**config.mk**
```make
export PLATFORM = sky130hd
export DESIGN_NAME = digit_string_prime_hash
export DESIGN_NICKNAME = d
export VERILOG_FILES = /design/src/design/dsph_pkg.sv /design/src/design/dsph_digit_shift.sv /design/src/design/dsph_mod_step.sv /design/src/design/digit_string_prime_hash.sv
export SDC_FILE = /design/constraint.sdc
export NUM_CORES = 1
export LEC_CHECK = 0
export ABC_AREA = 0
export BUFFER_PORTS_ARGS = -buffer_cell sky130_fd_sc_hd__buf_2
export CAP_MARGIN = 20
export CORE_ASPECT_RATIO = 1.2
export CORE_MARGIN = 10
export CORE_UTILIZATION = 50
export DETAILED_ROUTE_END_ITERATION = 12
export PLACE_DENSITY = 0.73
export SLEW_MARGIN = 20
export SYNTH_ARGS = -nofsm -noshare
export SYNTH_HDL_FRONTEND = slang
export SYNTH_SLANG_ARGS = --single-unit
```
**constraint.sdc**
```tcl
create_clock -name clk_i -period 7.35 [get_ports clk_i]
set_clock_uncertainty 0.05 [all_clocks]
set_input_delay 0.735 -clock clk_i [delete_from_list [all_inputs] [get_ports clk_i]]
set_output_delay 0.735 -clock clk_i [all_outputs]
set_load 0.02 [all_outputs]
```
**src/design/dsph_pkg.sv**
```systemverilog
// Shared types, constants and helper functions of the digit-string prime hash.
`timescale 1ns / 1ps
`default_nettype none

package dsph_pkg;

  // Default number of trailing decimal digits that are kept.
  localparam int unsigned DIGIT_LIMIT_DEF = 18;

  // Width of the configuration registers, the remainders and the result.
  localparam int unsigned REM_W = 31;

  // Configuration port index width and register reset values.
  localparam int unsigned CFG_IDX_W        = 1;
  localparam logic [REM_W-1:0] PRIME_RESET  = 31'd51797;
  localparam logic [REM_W-1:0] BUCKET_RESET = 31'd1;

  // ASCII codes that bound the decimal digits.
  localparam logic [7:0] CHAR_ZERO = 8'h30;
  localparam logic [7:0] CHAR_NINE = 8'h39;

  // Configuration register indexes.
  typedef enum logic [CFG_IDX_W-1:0] {
    CFG_PRIME_MODULUS = 1'b0,
    CFG_BUCKET_COUNT  = 1'b1
  } dsph_cfg_idx_e;

  // Sequencer states.
  typedef enum logic [2:0] {
    ST_IDLE,
    ST_CONV,
    ST_MODP,
    ST_MODB,
    ST_HOLD
  } dsph_state_e;

  // Control of the decimal digit shift register.
  typedef struct packed {
    logic       load;   // shift a new digit in at the low end
    logic       drain;  // shift out the top digit, zero in at the low end
    logic [3:0] digit;  // digit to load
  } dsph_shift_ctl_t;

  // Ten to the power n, evaluated at elaboration.
  function automatic logic [63:0] pow10(input int unsigned n);
    logic [63:0] p;
    p = 64'd1;
    for (int unsigned k = 0; k < n; k++) begin
      p = p * 64'd10;
    end
    return p;
  endfunction

endpackage

`default_nettype wire

```
**src/design/dsph_digit_shift.sv**
```systemverilog
// Decimal digit shift register that holds the trailing digits of the string.
`timescale 1ns / 1ps
`default_nettype none

module dsph_digit_shift
  import dsph_pkg::*;
#(
  parameter int unsigned DIGIT_LIMIT = DIGIT_LIMIT_DEF
) (
  input  wire logic            clk_i,
  input  wire logic            rst_ni,
  input  wire dsph_shift_ctl_t ctl_i,
  output logic [3:0]           top_digit_o
);

  logic [DIGIT_LIMIT-1:0][3:0] digits_q, digits_d;

  // A load drops the oldest digit; a drain hands out the most significant
  // digit and refills with zeros, so a full drain also clears the register.
  always_comb begin
    digits_d = digits_q;
    if (ctl_i.load || ctl_i.drain) begin
      for (int unsigned i = DIGIT_LIMIT - 1; i > 0; i--) begin
        digits_d[i] = digits_q[i-1];
      end
      digits_d[0] = ctl_i.load ? ctl_i.digit : 4'd0;
    end
  end

  always_ff @(posedge clk_i or negedge rst_ni) begin
    if (!rst_ni) begin
      digits_q <= '0;
    end else begin
      digits_q <= digits_d;
    end
  end

  assign top_digit_o = digits_q[DIGIT_LIMIT-1];

endmodule

`default_nettype wire

```
**src/design/dsph_mod_step.sv**
```systemverilog
// One restoring remainder step: shift in a dividend bit, subtract the divisor if it fits.
`timescale 1ns / 1ps
`default_nettype none

module dsph_mod_step
  import dsph_pkg::*;
(
  input  wire logic [REM_W-1:0] rem_i,
  input  wire logic             bit_i,
  input  wire logic [REM_W-1:0] divisor_i,
  output logic [REM_W-1:0]      rem_o
);

  logic [REM_W:0] trial;
  logic [REM_W:0] diff;

  // The partial remainder stays below the divisor, so both arms fit REM_W bits.
  always_comb begin
    trial = {rem_i, bit_i};
    diff  = trial - {1'b0, divisor_i};
    if (trial >= {1'b0, divisor_i}) begin
      rem_o = diff[REM_W-1:0];
    end else begin
      rem_o = trial[REM_W-1:0];
    end
  end

endmodule

`default_nettype wire

```
**src/design/digit_string_prime_hash.sv**
```systemverilog
// Top level of the digit-string prime hash: sequencer, datapath registers and config.
`timescale 1ns / 1ps
`default_nettype none

// Digit-string prime hash. Bytes of a string arrive one item at a time; ASCII
// digits are collected into a decimal shift register that keeps the last
// DIGIT_LIMIT digits, other bytes are dropped. A byte that is not marked last
// does not stall the input. On the byte marked last the block converts the
// digits to binary, reduces the number (ACC_W bits wide, ACC_W being the bit
// width of 10^DIGIT_LIMIT - 1, 60 for 18 digits) modulo prime_modulus one
// bit a cycle, then modulo bucket_count, and presents ((n mod prime) mod
// buckets) + 1 in the output register once that register is free.
// These bit steps all run through one shared restoring remainder unit, and
// the input stalls until the result sits in the output register. The input
// is taken again while a result still waits to be delivered. A zero
// prime_modulus or bucket_count acts as one. Configuration writes are taken
// only while the block is idle.
module digit_string_prime_hash
  import dsph_pkg::*;
#(
  parameter int unsigned DIGIT_LIMIT = DIGIT_LIMIT_DEF
) (
  input  wire logic                 clk_i,
  input  wire logic                 rst_ni,
  // Input channel
  input  wire logic                 in_valid_i,
  output logic                      in_stall_o,
  input  wire logic [7:0]           char_byte_i,
  input  wire logic                 last_char_i,
  // Output channel
  output logic                      out_valid_o,
  input  wire logic                 out_stall_i,
  output logic [REM_W-1:0]          bucket_value_o,
  // Configuration write channel
  input  wire logic                 cfg_valid_i,
  output logic                      cfg_ready_o,
  input  wire logic [CFG_IDX_W-1:0] cfg_index_i,
  input  wire logic [REM_W-1:0]     cfg_data_i
);

  localparam int unsigned ACC_W = $clog2(pow10(DIGIT_LIMIT));
  localparam int unsigned DIV_W = (ACC_W > REM_W) ? ACC_W : REM_W;
  localparam int unsigned CNT_W = $clog2(DIV_W);

  dsph_state_e      state_q, state_d;
  logic [CNT_W-1:0] cnt_q, cnt_d;
  logic [DIV_W-1:0] div_q, div_d;
  logic [REM_W-1:0] rem_q, rem_d;
  logic [REM_W-1:0] out_q, out_d;
  logic             out_valid_q, out_valid_d;
  logic [REM_W-1:0] prime_q, bucket_q;

  logic [REM_W-1:0] prime_eff, bucket_eff;
  logic [REM_W-1:0] divisor;
  logic [REM_W-1:0] step_rem;
  logic [3:0]       top_digit;
  logic [ACC_W-1:0] acc_bin;
  logic [ACC_W-1:0] mul10;
  logic             in_fire;
  logic             out_fire;
  logic             out_free;
  dsph_shift_ctl_t  shift_ctl;

  // Configuration registers; a zero modulus behaves as one.
  always_ff @(posedge clk_i or negedge rst_ni) begin
    if (!rst_ni) begin
      prime_q  <= PRIME_RESET;
      bucket_q <= BUCKET_RESET;
    end else if (cfg_valid_i && cfg_ready_o) begin
      case (cfg_index_i)
        CFG_PRIME_MODULUS: prime_q  <= cfg_data_i;
        CFG_BUCKET_COUNT:  bucket_q <= cfg_data_i;
        default: ;
      endcase
    end
  end

  assign cfg_ready_o = (state_q == ST_IDLE);
  assign prime_eff   = (prime_q == '0) ? REM_W'(1) : prime_q;
  assign bucket_eff  = (bucket_q == '0) ? REM_W'(1) : bucket_q;

  // Handshakes.
  assign in_stall_o  = (state_q != ST_IDLE);
  assign in_fire     = in_valid_i && !in_stall_o;
  assign out_fire    = out_valid_q && !out_stall_i;
  assign out_free    = !out_valid_q || !out_stall_i;

  // Horner step of the decimal to binary conversion.
  assign acc_bin = div_q[ACC_W-1:0];
  assign mul10   = (acc_bin << 3) + (acc_bin << 1) + ACC_W'(top_digit);

  // Shared remainder unit, first against the prime, then against the buckets.
  assign divisor = (state_q == ST_MODB) ? bucket_eff : prime_eff;

  dsph_mod_step u_mod_step (
    .rem_i     (rem_q),
    .bit_i     (div_q[DIV_W-1]),
    .divisor_i (divisor),
    .rem_o     (step_rem)
  );

  dsph_digit_shift #(
    .DIGIT_LIMIT (DIGIT_LIMIT)
  ) u_digit_shift (
    .clk_i       (clk_i),
    .rst_ni      (rst_ni),
    .ctl_i       (shift_ctl),
    .top_digit_o (top_digit)
  );

  // Sequencer: next state, datapath loads and digit register control.
  always_comb begin
    state_d         = state_q;
    cnt_d           = cnt_q;
    div_d           = div_q;
    rem_d           = rem_q;
    out_d           = out_q;
    out_valid_d     = out_fire ? 1'b0 : out_valid_q;
    shift_ctl.load  = 1'b0;
    shift_ctl.drain = 1'b0;
    shift_ctl.digit = 4'(char_byte_i - CHAR_ZERO);

    case (state_q)
      ST_IDLE: begin
        if (in_fire) begin
          shift_ctl.load = char_byte_i inside {[CHAR_ZERO:CHAR_NINE]};
          if (last_char_i) begin
            div_d   = '0;
            cnt_d   = CNT_W'(DIGIT_LIMIT - 1);
            state_d = ST_CONV;
          end
        end
      end
      ST_CONV: begin
        shift_ctl.drain = 1'b1;
        div_d           = DIV_W'(mul10);
        if (cnt_q == '0) begin
          rem_d   = '0;
          cnt_d   = CNT_W'(DIV_W - 1);
          state_d = ST_MODP;
        end else begin
          cnt_d = cnt_q - 1'b1;
        end
      end
      ST_MODP: begin
        div_d = div_q << 1;
        rem_d = step_rem;
        if (cnt_q == '0) begin
          // Left-align the prime remainder as the next dividend.
          div_d   = DIV_W'(step_rem) << (DIV_W - REM_W);
          rem_d   = '0;
          cnt_d   = CNT_W'(REM_W - 1);
          state_d = ST_MODB;
        end else begin
          cnt_d = cnt_q - 1'b1;
        end
      end
      ST_MODB: begin
        div_d = div_q << 1;
        rem_d = step_rem;
        if (cnt_q == '0) begin
          state_d = ST_HOLD;
        end else begin
          cnt_d = cnt_q - 1'b1;
        end
      end
      ST_HOLD: begin
        if (out_free) begin
          out_d       = rem_q + 1'b1;
          out_valid_d = 1'b1;
          state_d     = ST_IDLE;
        end
      end
      default: begin
        state_d = ST_IDLE;
      end
    endcase
  end

  always_ff @(posedge clk_i or negedge rst_ni) begin
    if (!rst_ni) begin
      state_q     <= ST_IDLE;
      cnt_q       <= '0;
      out_valid_q <= 1'b0;
    end else begin
      state_q     <= state_d;
      cnt_q       <= cnt_d;
      out_valid_q <= out_valid_d;
    end
  end

  always_ff @(posedge clk_i) begin
    div_q <= div_d;
    rem_q <= rem_d;
    out_q <= out_d;
  end

  assign out_valid_o    = out_valid_q;
  assign bucket_value_o = out_q;

  // A last byte starts the conversion with a full digit count.
  a_last_starts_conv: assert property (@(posedge clk_i) disable iff (!rst_ni)
    in_fire && last_char_i |=> state_q == ST_CONV && cnt_q == CNT_W'(DIGIT_LIMIT - 1))
    else $error("last byte did not start the conversion");

  // The partial remainder stays below the prime during the first reduction.
  a_rem_below_prime: assert property (@(posedge clk_i) disable iff (!rst_ni)
    state_q == ST_MODP |-> rem_q < prime_eff)
    else $error("partial remainder reached the prime modulus");

  // The final bucket step leaves a remainder below the bucket count.
  a_bucket_done: assert property (@(posedge clk_i) disable iff (!rst_ni)
    state_q == ST_MODB && cnt_q == '0 |=> state_q == ST_HOLD && rem_q < bucket_eff)
    else $error("bucket reduction ended with a bad remainder");

  // A delivered result is never zero.
  a_result_nonzero: assert property (@(posedge clk_i) disable iff (!rst_ni)
    out_valid_q |-> out_q != '0)
    else $error("result of zero presented");

endmodule

`default_nettype wire

```
==> results list <==
- Element type at the critical path end: register
- The first detailed-routing pass ran for 5 iterations.
* Actual transition at the worst max-transition pin: 0.9849 ns
* Routed wire length: 39830 um
- The count of buffers added on input and output ports is 79.
* Synthesized net count: 1832
- In the final layout, the share of cells above drive strength 1 is 18.35%.
- Sinks on the clock net: 266
* Number of flops mapped to enable cells by yosys: 122
- Remaining global-route overflow: 0
* I/O pins: 80
- Syn avg cell area: 10.50 um2
- Minimum clock period after layout: 5.739 ns
* Area added between synthesis and finish: 9.929%
- For this configuration, the core starts out at a cell density of 50.51%.
- Gates resized, CTS repair: 0
- Max cap viols: 0
- For this run, the post-layout net count is 1872.
- In this run the cell area of the synthesized design comes to 17160 um2.
- The worst hold path belongs to the class primary input to asynchronous set/reset pin.
- Count of warnings emitted by yosys: 0
- On the critical path, the stage with the largest delay is an instance of sky130_fd_sc_hd__o21a_1.
- Remaining antenna violation count after routing: 0
* Worst Setup Start Kind: register
- Maximum number of pins on one net before global-route repair: 81
- The die covers 42170 um2.
* Quantity of hold-fixing buffers added after cts: 0
* Worst-Skew Late Latency: 0.56 ns
- For this run, the share of the core covered by cells in the final layout is 55.52%.
* Max Clk Rate: 174.3 MHz
* Data arrival time at the worst-slack endpoint: 5.99 ns
- Antenna violations before repair: 0
* Via count of the first global-routing pass: 12.77k
- Critical setup path kind: register to register
- Among all flip-flop cells after synthesis, the most frequent one is sky130_fd_sc_hd__dfrtp_1.
- In this run the core area contains 74 standard-cell rows.
- Register area: 7278 um2
* Overall die width: 189.1 um
* Clock transition at the registers of the reported paths: 0.06 ns
- Delay of the slowest cell on the worst path: 0.76 ns
* Root cell of the clock tree: sky130_fd_sc_hd__clkbuf_16
- The layout has 2882 filler cells.
- The signal on the critical path passes through nor2b_1 -> nand2_1 -> o21a_1 -> a22oi_1 -> fa_1 -> a211oi_2 -> o21ai_1 -> a21o_1 -> a221oi_4 -> a2111oi_2 -> a2111oi_4 -> buf_4 -> mux2_2 -> a222oi_1 -> and3_1 -> nand3_1.
- Diode insertion count for antenna repair: 0
- Summing over every cut layer, the via total after detailed routing is 12.77k.
- At the end of routability-driven placement, the weighted congestion stood at 0.9006.
- For this run, the register share of the synthesized area comes to 42.41%.
- Crit path max fanout: 56
* Required time of the worst setup path: 7.60 ns
- Global routing used 18.28% of the available tracks across all layers.
- The longest clock path from root to sink contains 3 buffers.
* Clock tree from TritonCTS: done
* Total negative setup slack: 0 ns
- The synthesized design contains 266 register bits.
- Wire length of the first global-routing pass: 64800 um
- Share of synthesized registers carrying an async set or reset: 54.14%
- The total area inside the core boundary comes to 33980 um2.
* Hpwl dp: 29860 um
- Netlist cell types: 81
- The worst path uses 78.08% of the clock period.
* Count of H-tree levels built during CTS: 1
* Vias per cell: 5.936
- Setup repair after global routing left no endpoint under its margin.
- Tightest slew margin relative to the limit: 34.34%
- Post-synthesis instance total: 1635
* Die height: 223.0 um
* Number of buffers created by CTS: 27
- Summing all multi-input logic gate instances after layout gives 9487 um2.
* Final hold violation count: 0
- For this run, design rule violations remaining after detail routing come to 0.
- After the first detailed-routing iteration, the DRC count stood at 892.
* Final setup viols: 0
* Status: finished clean
- Final count of pins violating max slew: 0
- Average routed wire per standard cell: 18.52 um
* Post-CTS setup buffer count: 0
layout make-up:
type,instances,area share [%]
Tap cell,456,3.024
Timing Repair Buffer,93,2.792
Multi-Input combinational cell,1258,50.28
Clock inverter,10,0.3780
Inverter,29,0.5770
Clock buffer,39,4.370
Sequential cell,266,38.58
layout by cell type (no fill, tap or decap), types with 7 or more instances in the layout:
master	n
sky130_fd_sc_hd__a211oi_1	12
sky130_fd_sc_hd__a21o_1	57
sky130_fd_sc_hd__a21oi_1	107
sky130_fd_sc_hd__a22o_1	7
sky130_fd_sc_hd__a22oi_1	34
sky130_fd_sc_hd__a31oi_1	17
sky130_fd_sc_hd__and3_1	21
sky130_fd_sc_hd__buf_2	78
sky130_fd_sc_hd__buf_4	13
sky130_fd_sc_hd__clkbuf_16	30
sky130_fd_sc_hd__dfrtp_1	135
sky130_fd_sc_hd__dfstp_2	9
sky130_fd_sc_hd__edfxtp_1	122
sky130_fd_sc_hd__ha_1	148
sky130_fd_sc_hd__inv_1	29
sky130_fd_sc_hd__mux2_2	133
sky130_fd_sc_hd__mux2i_1	14
sky130_fd_sc_hd__nand2_1	123
sky130_fd_sc_hd__nand2b_1	10
sky130_fd_sc_hd__nand3_1	50
sky130_fd_sc_hd__nand4_1	31
sky130_fd_sc_hd__nor2_1	95
sky130_fd_sc_hd__nor2b_1	14
sky130_fd_sc_hd__nor3_1	21
sky130_fd_sc_hd__nor4_1	18
sky130_fd_sc_hd__o21a_1	13
sky130_fd_sc_hd__o21ai_0	83
sky130_fd_sc_hd__o21ai_1	8
sky130_fd_sc_hd__o21bai_1	13
sky130_fd_sc_hd__o221ai_1	24
sky130_fd_sc_hd__xnor2_1	66
sky130_fd_sc_hd__xor2_1	40
worst paths after layout:
path	end	depth (start not counted)	start	slack (ns)
min reg2reg	cnt_q[1]$_DFFE_PN0P_	1	cnt_q[1]$_DFFE_PN0P_	0.43
max	acc_bin[58]$_DFFE_PP_	16	state_q[2]$_DFFE_PN0P_	1.61
min	u_digit_shift.digits_q[8]$_DFFE_PN0P_	1	rst_ni	0.09
max in group asynchronous	bucket_q[4]$_DFFE_PN0P_	2	rst_ni	5.76
min in group clk_i	bucket_q[26]$_DFFE_PN0P_	2	cfg_data_i[26]	0.38
max reg2reg	acc_bin[58]$_DFFE_PP_	16	state_q[2]$_DFFE_PN0P_	1.61
stage by stage:
stage / worst slack, ns / hold WS (ns) / area (um2) / instances
2_1_floorplan: 2.011 / 0.3894 / 17160 / 1635
3_3_place_gp: 1.694 / 0.4124 / 17940 / 2101
3_5_place_dp: 1.642 / 0.4186 / 17940 / 2101
4_1_cts: 1.592 / 0.1039 / 18840 / 2150
5_1_grt: 1.075 / 0.1185 / 18870 / 2151
6_report: 1.611 / 0.08838 / 18870 / 2151
cells by family (layout without fill, tap and decap cells):
group,after synthesis,after routing,share of synthesized area [%]
compound gates,437,437,17.18
simple gates,417,417,11.72
flops,266,266,42.41
fa+ha+maj,151,151,11.14
mux,147,147,9.543
buf+inv,111,171,2.603
xor+xnor,106,106,5.409
Yosys cell counts, types with 17 or more instances:
library cell                 n  area, um2
sky130_fd_sc_hd__a21o_1     57      427.9
sky130_fd_sc_hd__a21oi_1   109      545.5
sky130_fd_sc_hd__a22oi_1    34      255.2
sky130_fd_sc_hd__a31oi_1    17      106.4
sky130_fd_sc_hd__and3_1     21      131.4
sky130_fd_sc_hd__clkbuf_1   54      202.7
sky130_fd_sc_hd__dfrtp_1   135       3378
sky130_fd_sc_hd__edfxtp_1  122       3664
sky130_fd_sc_hd__ha_1      148       1852
sky130_fd_sc_hd__inv_1      29      108.9
sky130_fd_sc_hd__mux2_2    133       1498
sky130_fd_sc_hd__nand2_1   123      461.7
sky130_fd_sc_hd__nand3_1    50      250.2
sky130_fd_sc_hd__nand4_1    31      193.9
sky130_fd_sc_hd__nor2_1     97      364.1
sky130_fd_sc_hd__nor3_1     21      105.1
sky130_fd_sc_hd__nor4_1     18      112.6
sky130_fd_sc_hd__o21ai_0    83      415.4
sky130_fd_sc_hd__o221ai_1   24      210.2
sky130_fd_sc_hd__xnor2_1    66      578.1
sky130_fd_sc_hd__xor2_1     40      350.3
critical path: cells and delay by family, from the launching register on:
family | cells | cell delay, ns
compound gates | 9 | 2.57
fa+ha+maj | 1 | 0.53
buf+inv | 1 | 0.55
flops | 1 | 0.65
mux | 1 | 0.40
simple gates | 4 | 0.72
sequential cells by signal, summed over array words and instances (netlist names):
register,flops
out_valid_o,1
prime_q,31
bucket_value_o,31
u_digit_shift.digits_q,68
rem_q,31
bucket_q,31
cnt_q,6
acc_bin,60
u_digit_shift.top_digit_o,4
state_q,3
per-layer routing:
metal | vias to the layer above | part of all wire (%) | track usage [%]
met5 | - | 0 | 0
met4 | 0 | 2.4 | 5.383
met3 | 58 | 4.6 | 2.512
met2 | 322 | 50 | 32.13
met1 | 6139 | 43 | 22.82
li1 | 6250 | - | -
Power is not shown: default switching activity piles up to over one toggle a cycle in this logic, so the estimate is an artifact.
